<file path="src/rtl/htfd_pkg.sv">
package htfd_pkg;

   localparam int DATA_W = 8;
   localparam int WORD_W = 16;
   localparam int TEMP_W = 15;
   localparam int HUM_W = 14;
   localparam int RSP_DATA_W = 32;

   localparam logic [DATA_W-1:0] CRC_POLY = 8'h31;
   localparam logic [DATA_W-1:0] CRC_INIT = 8'hFF;
   localparam logic [DATA_W-1:0] CRC_MSB = 8'h80;

   localparam logic [12:0] TEMP_MUL = 13'd4375;
   localparam int TEMP_SHIFT = 14;
   localparam logic [TEMP_W-1:0] TEMP_OFFSET = 15'd4500;
   localparam logic [9:0] HUM_MUL = 10'd625;
   localparam int HUM_SHIFT = 12;

   localparam logic [2:0] POS_TEMP_HI = 3'd0;
   localparam logic [2:0] POS_TEMP_LO = 3'd1;
   localparam logic [2:0] POS_TEMP_CRC = 3'd2;
   localparam logic [2:0] POS_HUM_HI = 3'd3;
   localparam logic [2:0] POS_HUM_LO = 3'd4;
   localparam logic [2:0] POS_HUM_CRC = 3'd5;

   typedef struct packed {
      logic last;
      logic ok;
   } frame_result_type;

   function automatic logic [DATA_W-1:0] crc8_byte(input logic [DATA_W-1:0] crc,
                                                   input logic [DATA_W-1:0] b);
      logic [DATA_W-1:0] v;
      v = crc ^ b;
      for (int i = 0; i < DATA_W; i++) begin
         if ((v & CRC_MSB) != '0) begin
            v = (v << 1) ^ CRC_POLY;
         end else begin
            v = v << 1;
         end
      end
      return v;
   endfunction

endpackage

</file>
<file path="src/rtl/htfd_frame.sv">
module htfd_frame
   import htfd_pkg::*;
(
   input  logic                clock,
   input  logic                reset,
   input  logic                advance,
   input  logic [DATA_W-1:0]   data_byte,
   input  logic                frame_start,
   output frame_result_type    result,
   output logic [WORD_W-1:0]   temp_word,
   output logic [WORD_W-1:0]   hum_word
);

   logic [2:0]        frame_position_ff, frame_position_in;
   logic [DATA_W-1:0] running_crc_ff, running_crc_in;
   logic              first_word_ok_ff, first_word_ok_in;
   logic [WORD_W-1:0] temp_word_ff, temp_word_in;
   logic [WORD_W-1:0] hum_word_ff, hum_word_in;
   logic [2:0]        pos;
   logic [DATA_W-1:0] crc_base;
   logic [DATA_W-1:0] crc_next;

   always_comb begin
      pos = (frame_start || frame_position_ff > POS_HUM_CRC) ? POS_TEMP_HI : frame_position_ff;
      crc_base = (pos == POS_TEMP_HI) ? CRC_INIT : running_crc_ff;
      crc_next = crc8_byte(crc_base, data_byte);
      frame_position_in = pos + 3'd1;
      running_crc_in = crc_next;
      first_word_ok_in = first_word_ok_ff;
      temp_word_in = temp_word_ff;
      hum_word_in = hum_word_ff;
      result.last = 1'b0;
      result.ok = 1'b0;
      unique case (pos)
         POS_TEMP_HI: begin
            temp_word_in = {data_byte, temp_word_ff[DATA_W-1:0]};
         end
         POS_TEMP_LO: begin
            temp_word_in = {temp_word_ff[WORD_W-1:DATA_W], data_byte};
         end
         POS_TEMP_CRC: begin
            first_word_ok_in = (data_byte == running_crc_ff);
            running_crc_in = CRC_INIT;
         end
         POS_HUM_HI: begin
            hum_word_in = {data_byte, hum_word_ff[DATA_W-1:0]};
         end
         POS_HUM_LO: begin
            hum_word_in = {hum_word_ff[WORD_W-1:DATA_W], data_byte};
         end
         default: begin
            result.last = 1'b1;
            result.ok = first_word_ok_ff && (data_byte == running_crc_ff);
            running_crc_in = CRC_INIT;
            frame_position_in = POS_TEMP_HI;
         end
      endcase
   end

   always_ff @(posedge clock) begin
      if (reset) begin
         frame_position_ff <= POS_TEMP_HI;
         running_crc_ff <= CRC_INIT;
         first_word_ok_ff <= 1'b0;
      end else if (advance) begin
         frame_position_ff <= frame_position_in;
         running_crc_ff <= running_crc_in;
         first_word_ok_ff <= first_word_ok_in;
      end
   end

   always_ff @(posedge clock) begin
      if (advance) begin
         temp_word_ff <= temp_word_in;
         hum_word_ff <= hum_word_in;
      end
   end

   assign temp_word = temp_word_ff;
   assign hum_word = hum_word_ff;

`ifndef SYNTH
   a_position_range: assert property (@(posedge clock) disable iff (reset)
      frame_position_ff <= POS_HUM_CRC)
      else $error("frame position beyond the last byte");
`endif

endmodule

</file>
<file path="src/rtl/htfd_out.sv">
module htfd_out
   import htfd_pkg::*;
(
   input  logic                  clock,
   input  logic                  reset,
   input  logic                  load,
   input  logic                  ok,
   input  logic [WORD_W-1:0]     temp_word,
   input  logic [WORD_W-1:0]     hum_word,
   input  logic                  take,
   output logic                  out_valid,
   output logic                  status,
   output logic [TEMP_W-1:0]     temp_centi,
   output logic [HUM_W-1:0]      hum_centi
);

   logic              out_valid_ff, out_valid_in;
   logic              status_ff;
   logic [TEMP_W-1:0] temp_centi_ff;
   logic [HUM_W-1:0]  hum_centi_ff;
   logic [28:0]       temp_prod;
   logic [25:0]       hum_prod;
   logic [TEMP_W-1:0] temp_scaled;
   logic [HUM_W-1:0]  hum_scaled;

   always_comb begin
      temp_prod = 29'(TEMP_MUL) * 29'(temp_word);
      hum_prod = 26'(HUM_MUL) * 26'(hum_word);
      temp_scaled = TEMP_W'(temp_prod >> TEMP_SHIFT);
      hum_scaled = HUM_W'(hum_prod >> HUM_SHIFT);
      if (load) begin
         out_valid_in = 1'b1;
      end else if (take) begin
         out_valid_in = 1'b0;
      end else begin
         out_valid_in = out_valid_ff;
      end
   end

   always_ff @(posedge clock) begin
      if (reset) begin
         out_valid_ff <= 1'b0;
      end else begin
         out_valid_ff <= out_valid_in;
      end
   end

   always_ff @(posedge clock) begin
      if (load) begin
         status_ff <= !ok;
         temp_centi_ff <= ok ? (temp_scaled - TEMP_OFFSET) : '0;
         hum_centi_ff <= ok ? hum_scaled : '0;
      end
   end

   assign out_valid = out_valid_ff;
   assign status = status_ff;
   assign temp_centi = temp_centi_ff;
   assign hum_centi = hum_centi_ff;

`ifndef SYNTH
   a_fail_zero: assert property (@(posedge clock) disable iff (reset)
      out_valid_ff && status_ff |-> temp_centi_ff == '0 && hum_centi_ff == '0)
      else $error("failed frame carries non-zero values");
   a_hum_range: assert property (@(posedge clock) disable iff (reset)
      out_valid_ff && !status_ff |-> hum_centi_ff <= HUM_W'(9999))
      else $error("humidity beyond full scale");
`endif

endmodule

</file>
<file path="src/rtl/humidity_temp_frame_decode.sv">
// Decodes the six-byte measurement frame of a humidity and temperature sensor.
// Requests arrive on the req_ channel, one frame byte per request, with
// req_tuser high on the first byte of a frame; a byte at the start position
// opens a new frame even without it, so frames may follow back to back.
// Each word is checked with CRC-8 (polynomial 0x31, initial value 0xFF).
// On the sixth byte one result leaves on the rsp_ channel: rsp_tuser is the
// status (high on a CRC mismatch, values then zero), rsp_tdata carries the
// temperature in hundredths of a degree and the humidity in hundredths of a
// percent. Bytes one to five give no result.
// One byte is taken every cycle while req_tready is high. A byte passes an
// input register and, once it may advance, is decoded into the output register,
// from which its result is presented; the CRC step and the two constant
// multiplies each fit in one register-to-register path.
// Synchronous reset returns the frame position and the CRC to their initial
// values and clears both valid flags.
// While the receiver stalls with a result waiting, the byte held in the
// input register still advances unless it would finish a frame, in which
// case req_tready drops until the waiting result is taken.
module humidity_temp_frame_decode
   import htfd_pkg::*;
(
   input  logic                   clock,
   input  logic                   reset,
   input  logic                   req_tvalid,
   output logic                   req_tready,
   input  logic [DATA_W-1:0]      req_tdata,   // data_byte
   input  logic                   req_tuser,   // frame_start
   output logic                   rsp_tvalid,
   input  logic                   rsp_tready,
   output logic [RSP_DATA_W-1:0]  rsp_tdata,   // temp_centi, hum_centi, zero fill
   output logic                   rsp_tuser    // status
);

   logic              s1_valid_ff, s1_valid_in;
   logic [DATA_W-1:0] s1_byte_ff;
   logic              s1_start_ff;
   logic              s1_advance;
   logic              req_accept;
   frame_result_type  result;
   logic [WORD_W-1:0] temp_word;
   logic [WORD_W-1:0] hum_word;
   logic [TEMP_W-1:0] temp_centi;
   logic [HUM_W-1:0]  hum_centi;

   assign s1_advance = s1_valid_ff && (!result.last || !rsp_tvalid || rsp_tready);
   assign req_tready = !s1_valid_ff || s1_advance;
   assign req_accept = req_tvalid && req_tready;
   assign s1_valid_in = req_accept || (s1_valid_ff && !s1_advance);

   always_ff @(posedge clock) begin
      if (reset) begin
         s1_valid_ff <= 1'b0;
      end else begin
         s1_valid_ff <= s1_valid_in;
      end
   end

   always_ff @(posedge clock) begin
      if (req_accept) begin
         s1_byte_ff <= req_tdata;
         s1_start_ff <= req_tuser;
      end
   end

   htfd_frame u_frame (
      .clock       (clock),
      .reset       (reset),
      .advance     (s1_advance),
      .data_byte   (s1_byte_ff),
      .frame_start (s1_start_ff),
      .result      (result),
      .temp_word   (temp_word),
      .hum_word    (hum_word)
   );

   htfd_out u_out (
      .clock      (clock),
      .reset      (reset),
      .load       (s1_advance && result.last),
      .ok         (result.ok),
      .temp_word  (temp_word),
      .hum_word   (hum_word),
      .take       (rsp_tready),
      .out_valid  (rsp_tvalid),
      .status     (rsp_tuser),
      .temp_centi (temp_centi),
      .hum_centi  (hum_centi)
   );

   assign rsp_tdata = {{(RSP_DATA_W - TEMP_W - HUM_W){1'b0}}, hum_centi, temp_centi};

`ifndef SYNTH
   a_hold_stalled: assert property (@(posedge clock) disable iff (reset)
      s1_valid_ff && !s1_advance |-> !req_tready)
      else $error("request taken while the input register is blocked");
   a_last_loads: assert property (@(posedge clock) disable iff (reset)
      s1_advance && result.last |=> rsp_tvalid)
      else $error("finished frame did not reach the output register");
`endif

endmodule

</file>
<file path="config.mk">
export PLATFORM = sky130hd
export DESIGN_NAME = humidity_temp_frame_decode
export DESIGN_NICKNAME = d
export VERILOG_FILES = /design/src/rtl/htfd_pkg.sv /design/src/rtl/htfd_frame.sv /design/src/rtl/htfd_out.sv /design/src/rtl/humidity_temp_frame_decode.sv
export SDC_FILE = /design/constraint.sdc
export NUM_CORES = 1
export LEC_CHECK = 0
export BUFFER_PORTS_ARGS = -buffer_cell sky130_fd_sc_hd__buf_2
export CORE_MARGIN = 5
export CORE_UTILIZATION = 62
export DETAILED_ROUTE_END_ITERATION = 8
export GPL_TIMING_DRIVEN = 0
export HOLD_SLACK_MARGIN = 0.05
export PLACE_DENSITY = 0.77
export SLEW_MARGIN = 15
export SYNTH_ARGS = -nofsm -noshare
export SYNTH_HDL_FRONTEND = slang
export SYNTH_SLANG_ARGS = --single-unit
</file>
<file path="constraint.sdc">
create_clock -name clock -period 9.2 [get_ports clock]
set_clock_uncertainty 0.15 [all_clocks]
set_input_delay 0.46 -clock clock [delete_from_list [all_inputs] [get_ports clock]]
set_output_delay 0.46 -clock clock [all_outputs]
set_load 0.02 [all_outputs]
</file>
Yosys cells after proc, flatten, opt, wreduce, memory -nomap -nowiden
Cells that the tools add are included.
{"block": "word_totals", "output_inout_bits": 35, "inputBits": 13, "word_cells": 78, "register_bits": 85}
{"block": "classes", "addsub": 2, "n_bitwise": 13, "reduce_logical": 24, "mux": 17, "magnitude_cmp": 1, "multipliers": 2, "eq_ne": 5}
{"cell": "16-bit case mux with 2 select lines", "n": 2}
{"cell": "6-bit two-way mux", "n": 8}
{"cell": "13-bit by 16-bit multiplier with 29-bit output (first input constant)", "n": 1}
{"cell": "10-bit by 16-bit multiplier with 26-bit output (first input constant)", "n": 1}
{"cell": "3-bit NOT", "n": 8}
{"cell": "8-bit two-way mux", "n": 2}
{"cell": "15-bit by 13-bit subtractor with 15-bit output (second input constant)", "n": 1}
{"cell": "3-bit AND reduction", "n": 4}
{"cell": "8-bit == test", "n": 1}
{"cell": "8-bit XOR", "n": 1}
{"cell": "3-bit by 2-bit == test with 1-bit output (second input constant)", "n": 2}
{"cell": "3-bit two-way mux", "n": 2}
{"cell": "1-bit logical AND", "n": 5}
{"cell": "1-bit logical NOT", "n": 5}
{"cell": "1-bit logical OR", "n": 5}
{"cell": "5-bit OR reduction", "n": 1}
{"cell": "1-bit NOT", "n": 4}
{"cell": "4-bit OR reduction", "n": 1}
{"cell": "3-bit by 1-bit adder with 3-bit output (second input constant)", "n": 1}
{"cell": "3-bit by 1-bit == test with 1-bit output (second input constant)", "n": 1}
{"cell": "3-bit == test (second input constant)", "n": 1}
{"cell": "3-bit > comparator (second input constant)", "n": 1}
{"cell": "3-bit logical NOT", "n": 1}
{"cell": "1-bit two-way mux", "n": 2}
{"cell": "other kinds (3)", "n": 3}

Depth between registers and ports, before layout
{"block": "depth", "depth_word": 23, "depth_mapped": 23, "ltp_nobuf": 23}

Modules after synthesis
A second synthesis with hierarchy kept.
{"block": "hier_totals", "cells_unflattened": 910, "area_unflattened_um2": 9471.6}
{"mod": "htfd_out", "cells_per_inst": 703, "area_per_inst_um2": 6896.6, "n_inst": 1}
{"mod": "htfd_frame", "cells_per_inst": 185, "area_per_inst_um2": 2198.4, "n_inst": 1}
{"mod": "humidity_temp_frame_decode", "cells_per_inst": 22, "area_per_inst_um2": 376.6, "n_inst": 1}

Worst setup path before layout
No wires, ideal clock.
{"block": "synth_path", "path_type": "reg-to-reg", "start": "register u_frame.temp_word_ff[10] (netlist: u_frame.temp_word[10])", "end": "register u_out.temp_centi_ff[8] (netlist: u_out.temp_centi[8]), data pin", "setup_time_ns": 0.266, "required_time_ns": 8.784, "arrival_ns": 5.401, "slack_ns": 3.383, "path_stages_with_launch": 24, "n_path_buf": 0, "path_cell_list": "edfxtp_1 ha_1 inv_1 fa_1 inv_1 ha_1 fa_1 inv_1 fa_1 inv_1 ha_1 and3_1 and2_1 a221oi_2 nand2_1 a31oi_1 nand2_1 ha_1 nor3_1 a21oi_4 nand2b_1 a221oi_1 xor2_1 nor2_1"}
{"block": "synth_between", "elab_chain_len": 2}
{"element": "from (decl)", "line": "htfd_frame.sv:17", "rtl": "logic [WORD_W-1:0] temp_word_ff, temp_word_in;"}
{"element": "from (signal assigned)", "line": "htfd_frame.sv:74", "rtl": "temp_word_ff <= temp_word_in;"}
{"element": "13-bit by 16-bit multiplier with 29-bit output", "line": "htfd_out.sv:27", "rtl": "temp_prod = 29'(TEMP_MUL) * 29'(temp_word);"}
{"element": "15-bit by 13-bit subtractor with 15-bit output", "line": "htfd_out.sv:51", "rtl": "temp_centi_ff <= ok ? (temp_scaled - TEMP_OFFSET) : '0;"}
{"element": "to (signal assigned)", "line": "htfd_out.sv:51"}
{"element": "to (decl)", "line": "htfd_out.sv:19", "rtl": "logic [TEMP_W-1:0] temp_centi_ff;"}
Every way passes these cells.
A chain may end at the register's enable or synchronous reset.

Final worst setup path
Same ends and word-level chain as after synthesis.

==> qor.csv <==
metric,value,unit
status,finished clean,
relSlewSlack,30.8,%
stdcell_count,1138,
holdWs,127,ps
clock-root-buffer,clkbuf_16,
syn_to_final_growth,8.39,%
worst_r2r_endpoint,u_out.temp_centi[8],
seq_area_frac_synth,26.4,%
hold_buffers,0,
register_area,2410,µm²
routed_wl,16500,µm
synth_area_leader_cell,edfxtp_1,
syn_avg_cell_area,10.2,µm²
grt_pass1_vias,6067,
post-route-util,68.3,%
fill_cells,1104,
tightest_slew,1030,ps
timing.fmax,0.159,GHz
cts_resized,0,
numCtsBuffers,9,
grt_max_degree,32,
via_per_inst,5.34,
r2r-start,u_frame.temp_word[10],
cp.required,9140,ps
routed.top_layer,met4,
p_total,1.57,mW
rows,44,
dr_wl_met2,7830,µm
wl_per_cell,14.5,µm
antenna_found_initial,0,
ys_async_sr_fraction,0,%
dieArea,17300,µm²
crit_fanout,6,
synth_area,9130,µm²
fin_nets,1209,
grt_overflow,0,
grt_util_all_layers,20.0,%
dieHeight,131,µm
finalHoldViolations,0,
htreeDepth,3,
path_class,flip-flop to flip-flop,
cp-end-kind,flip-flop,
ys_top_cells_by_area,"edfxtp_1 23%, ha_1 23%, fa_1 17%",
synth_top_area_share,23.4,%
crit_arrival,6220,ps
synth_cell_types,62,
rsz0062_at_grt,false,
slew_violations,0,
regToRegSetupSlack,2930,ps
cp-start-kind,flip-flop,
portBuffers,44,
layout_min_cycle_time,6270,ps
vias,6073,
drive_gt1_share,8.39,%
die_w,131,µm
min_to,s1_byte_ff[5],
drtPass1Iterations,4,
drtAntennaViolNets,0,
placed_area,9590,µm²
multi_input_area,5960,µm²
synth_edf_count,71,
clock_path_buffers,2,
synthCells,892,
drcViolationCount,0,
whs_path_depth,1,
r2r_cells,23,
power_leakage,4.89,nW
post-place-ws,2910,ps
synth-main-ff-cell,edfxtp_1,
dp_hpwl,13500,µm
drt_iter0_drc,254,
initial_core_util,63.0,%
pwr_density_cell,159,nW/µm²
period_share,68.2,%
gp_congestion,0.848,
worstSkewPairLatency,360,ps
cts_tree,yes,
core-area,14500,µm²
synth_warnings,0,
cts_sinks,85,
wl_met3,653,µm
setup_slack,2930,ps
grt_pass1_wl,28900,µm
n_antenna_cell,0,
clk_pin_slew,70,ps
hp-class,input port to flip-flop,
cts_setup_buffers,0,
fin_area,9890,µm²
io_pins,48,
ir_drop,0.172,mV
dp_cells,1122,
synth-seq-cells,85,
setup_viol,0,
hp-start,req_tdata[5],
maxCapViolCount,0,
setup-tns-final,0,ps
wl_met1,7720,µm
==> power breakdown <==
group | switching [mW] | internal [mW] | total, mW
logic | 0.434 | 0.335 | 0.769
registers | 0.0157 | 0.425 | 0.441
clock network | 0.172 | 0.193 | 0.365
total | 0.622 | 0.953 | 1.57
==> worst max path at each step <==
stage / slack [ps] / endpoint / startpoint / cells after the start
floorplan: 3380 / u_out.temp_centi[8] / u_frame.temp_word[10] / 23
global placement: 2960 / u_out.temp_centi[8] / u_frame.temp_word[10] / 23
detailed placement: 2910 / u_out.temp_centi[8] / u_frame.temp_word[9] / 23
CTS: 2910 / u_out.temp_centi[8] / u_frame.temp_word[10] / 23
global route: 2530 / u_out.temp_centi[8] / u_frame.temp_word[10] / 23
finish: 2930 / u_out.temp_centi[8] / u_frame.temp_word[10] / 23
==> metal layers <==
metal | track usage (%) | vias to the layer above
met5 | 0 | -
met4 | 5.31 | 0
met3 | 4.13 | 23
met2 | 32.4 | 97
met1 | 27.6 | 2891
li1 | - | 3062
==> cell type report <==
type                       count  area share, %
buffer                        16          0.721
clock inverter                 7          0.771
multi-input combinational    607           60.2
clock buffer                   9           2.28
tap                          184           2.33
sequential                    85           24.4
inverter                     186           7.06
timing repair buffer          44           2.23
==> cells by family (layout without fill, tap and decap cells) <==
| kind of cell | Yosys count | in the layout | synth area share [%] |
|---|---|---|---|
| adder cells (fa/ha/maj) | 247 | 247 | 40.3 |
| buffers and inverters | 202 | 262 | 8.43 |
| AND/OR/NAND/NOR | 197 | 197 | 11.3 |
| AO/OA/AOI/OAI | 96 | 96 | 7.32 |
| flip-flops | 85 | 85 | 26.4 |
| XOR/XNOR | 62 | 62 | 5.95 |
| multiplexers | 2 | 2 | 0.233 |
| other | 1 | 3 | 0.0411 |
==> Yosys cell counts (7+ instances only) <==
cell type,count
o22ai_1,7
o21ai_0,10
xnor2_1,41
nor2_1,61
fa_1,78
nand2_1,21
edfxtp_1,71
inv_1,185
dfxtp_1,14
a21oi_1,26
xor2_1,21
ha_1,169
and3_1,22
and2_1,23
nor2b_1,8
nand3_1,13
clkbuf_1,13
nand2b_1,17
nor3_1,8
==> critical path: stages (launching register included) <==
cell and delay [ps]:
edfxtp_1 550, ha_1 350, inv_1 50, fa_1 500
inv_1 40, ha_1 290, fa_1 480, inv_1 50
fa_1 540, inv_1 50, ha_1 340, and3_1 230
and2_1 180, a221oi_2 260, nand2_1 130, a31oi_1 240
nand2_1 110, ha_1 220, nor3_1 450, a21oi_4 100
nand2b_1 170, a221oi_1 330, xor2_1 170, nor2_1 50
==> cell usage in the layout, fill, tap and decap left out, drive strengths merged, types with 3 or more instances in the layout <==
| cell type | instances |
|---|---|
| inv | 190 |
| ha | 169 |
| fa | 78 |
| edfxtp | 71 |
| nor2 | 61 |
| buf | 47 |
| xnor2 | 41 |
| a21oi | 27 |
| and2 | 24 |
| nand2 | 22 |
| and3 | 22 |
| clkbuf | 22 |
| xor2 | 21 |
| nand2b | 18 |
| o21ai | 15 |
| dfxtp | 14 |
| nand3 | 13 |
| nor2b | 8 |
| nor3 | 8 |
| o22ai | 7 |
| a211oi | 6 |
| a21o | 6 |
| o211ai | 6 |
| nand4 | 5 |
| a31oi | 5 |
| or3 | 3 |
| o21a | 3 |
| a2111oi | 3 |
| o21bai | 3 |
| conb | 3 |
| a221oi | 3 |
| or4 | 3 |
| clkinv | 3 |
==> state kept, by name (all words and copies together), names as in the netlist <==
register,flops
u_frame.hum_word,16
u_frame.temp_word,16
u_out.temp_centi,15
u_out.hum_centi,14
s1_byte_ff,8
u_frame.running_crc_ff,8
u_frame.frame_position_ff,3
s1_start_ff,1
s1_valid_ff,1
u_frame.first_word_ok_ff,1
u_out.out_valid,1
u_out.status,1
Power figures use the tool's default switching activity.
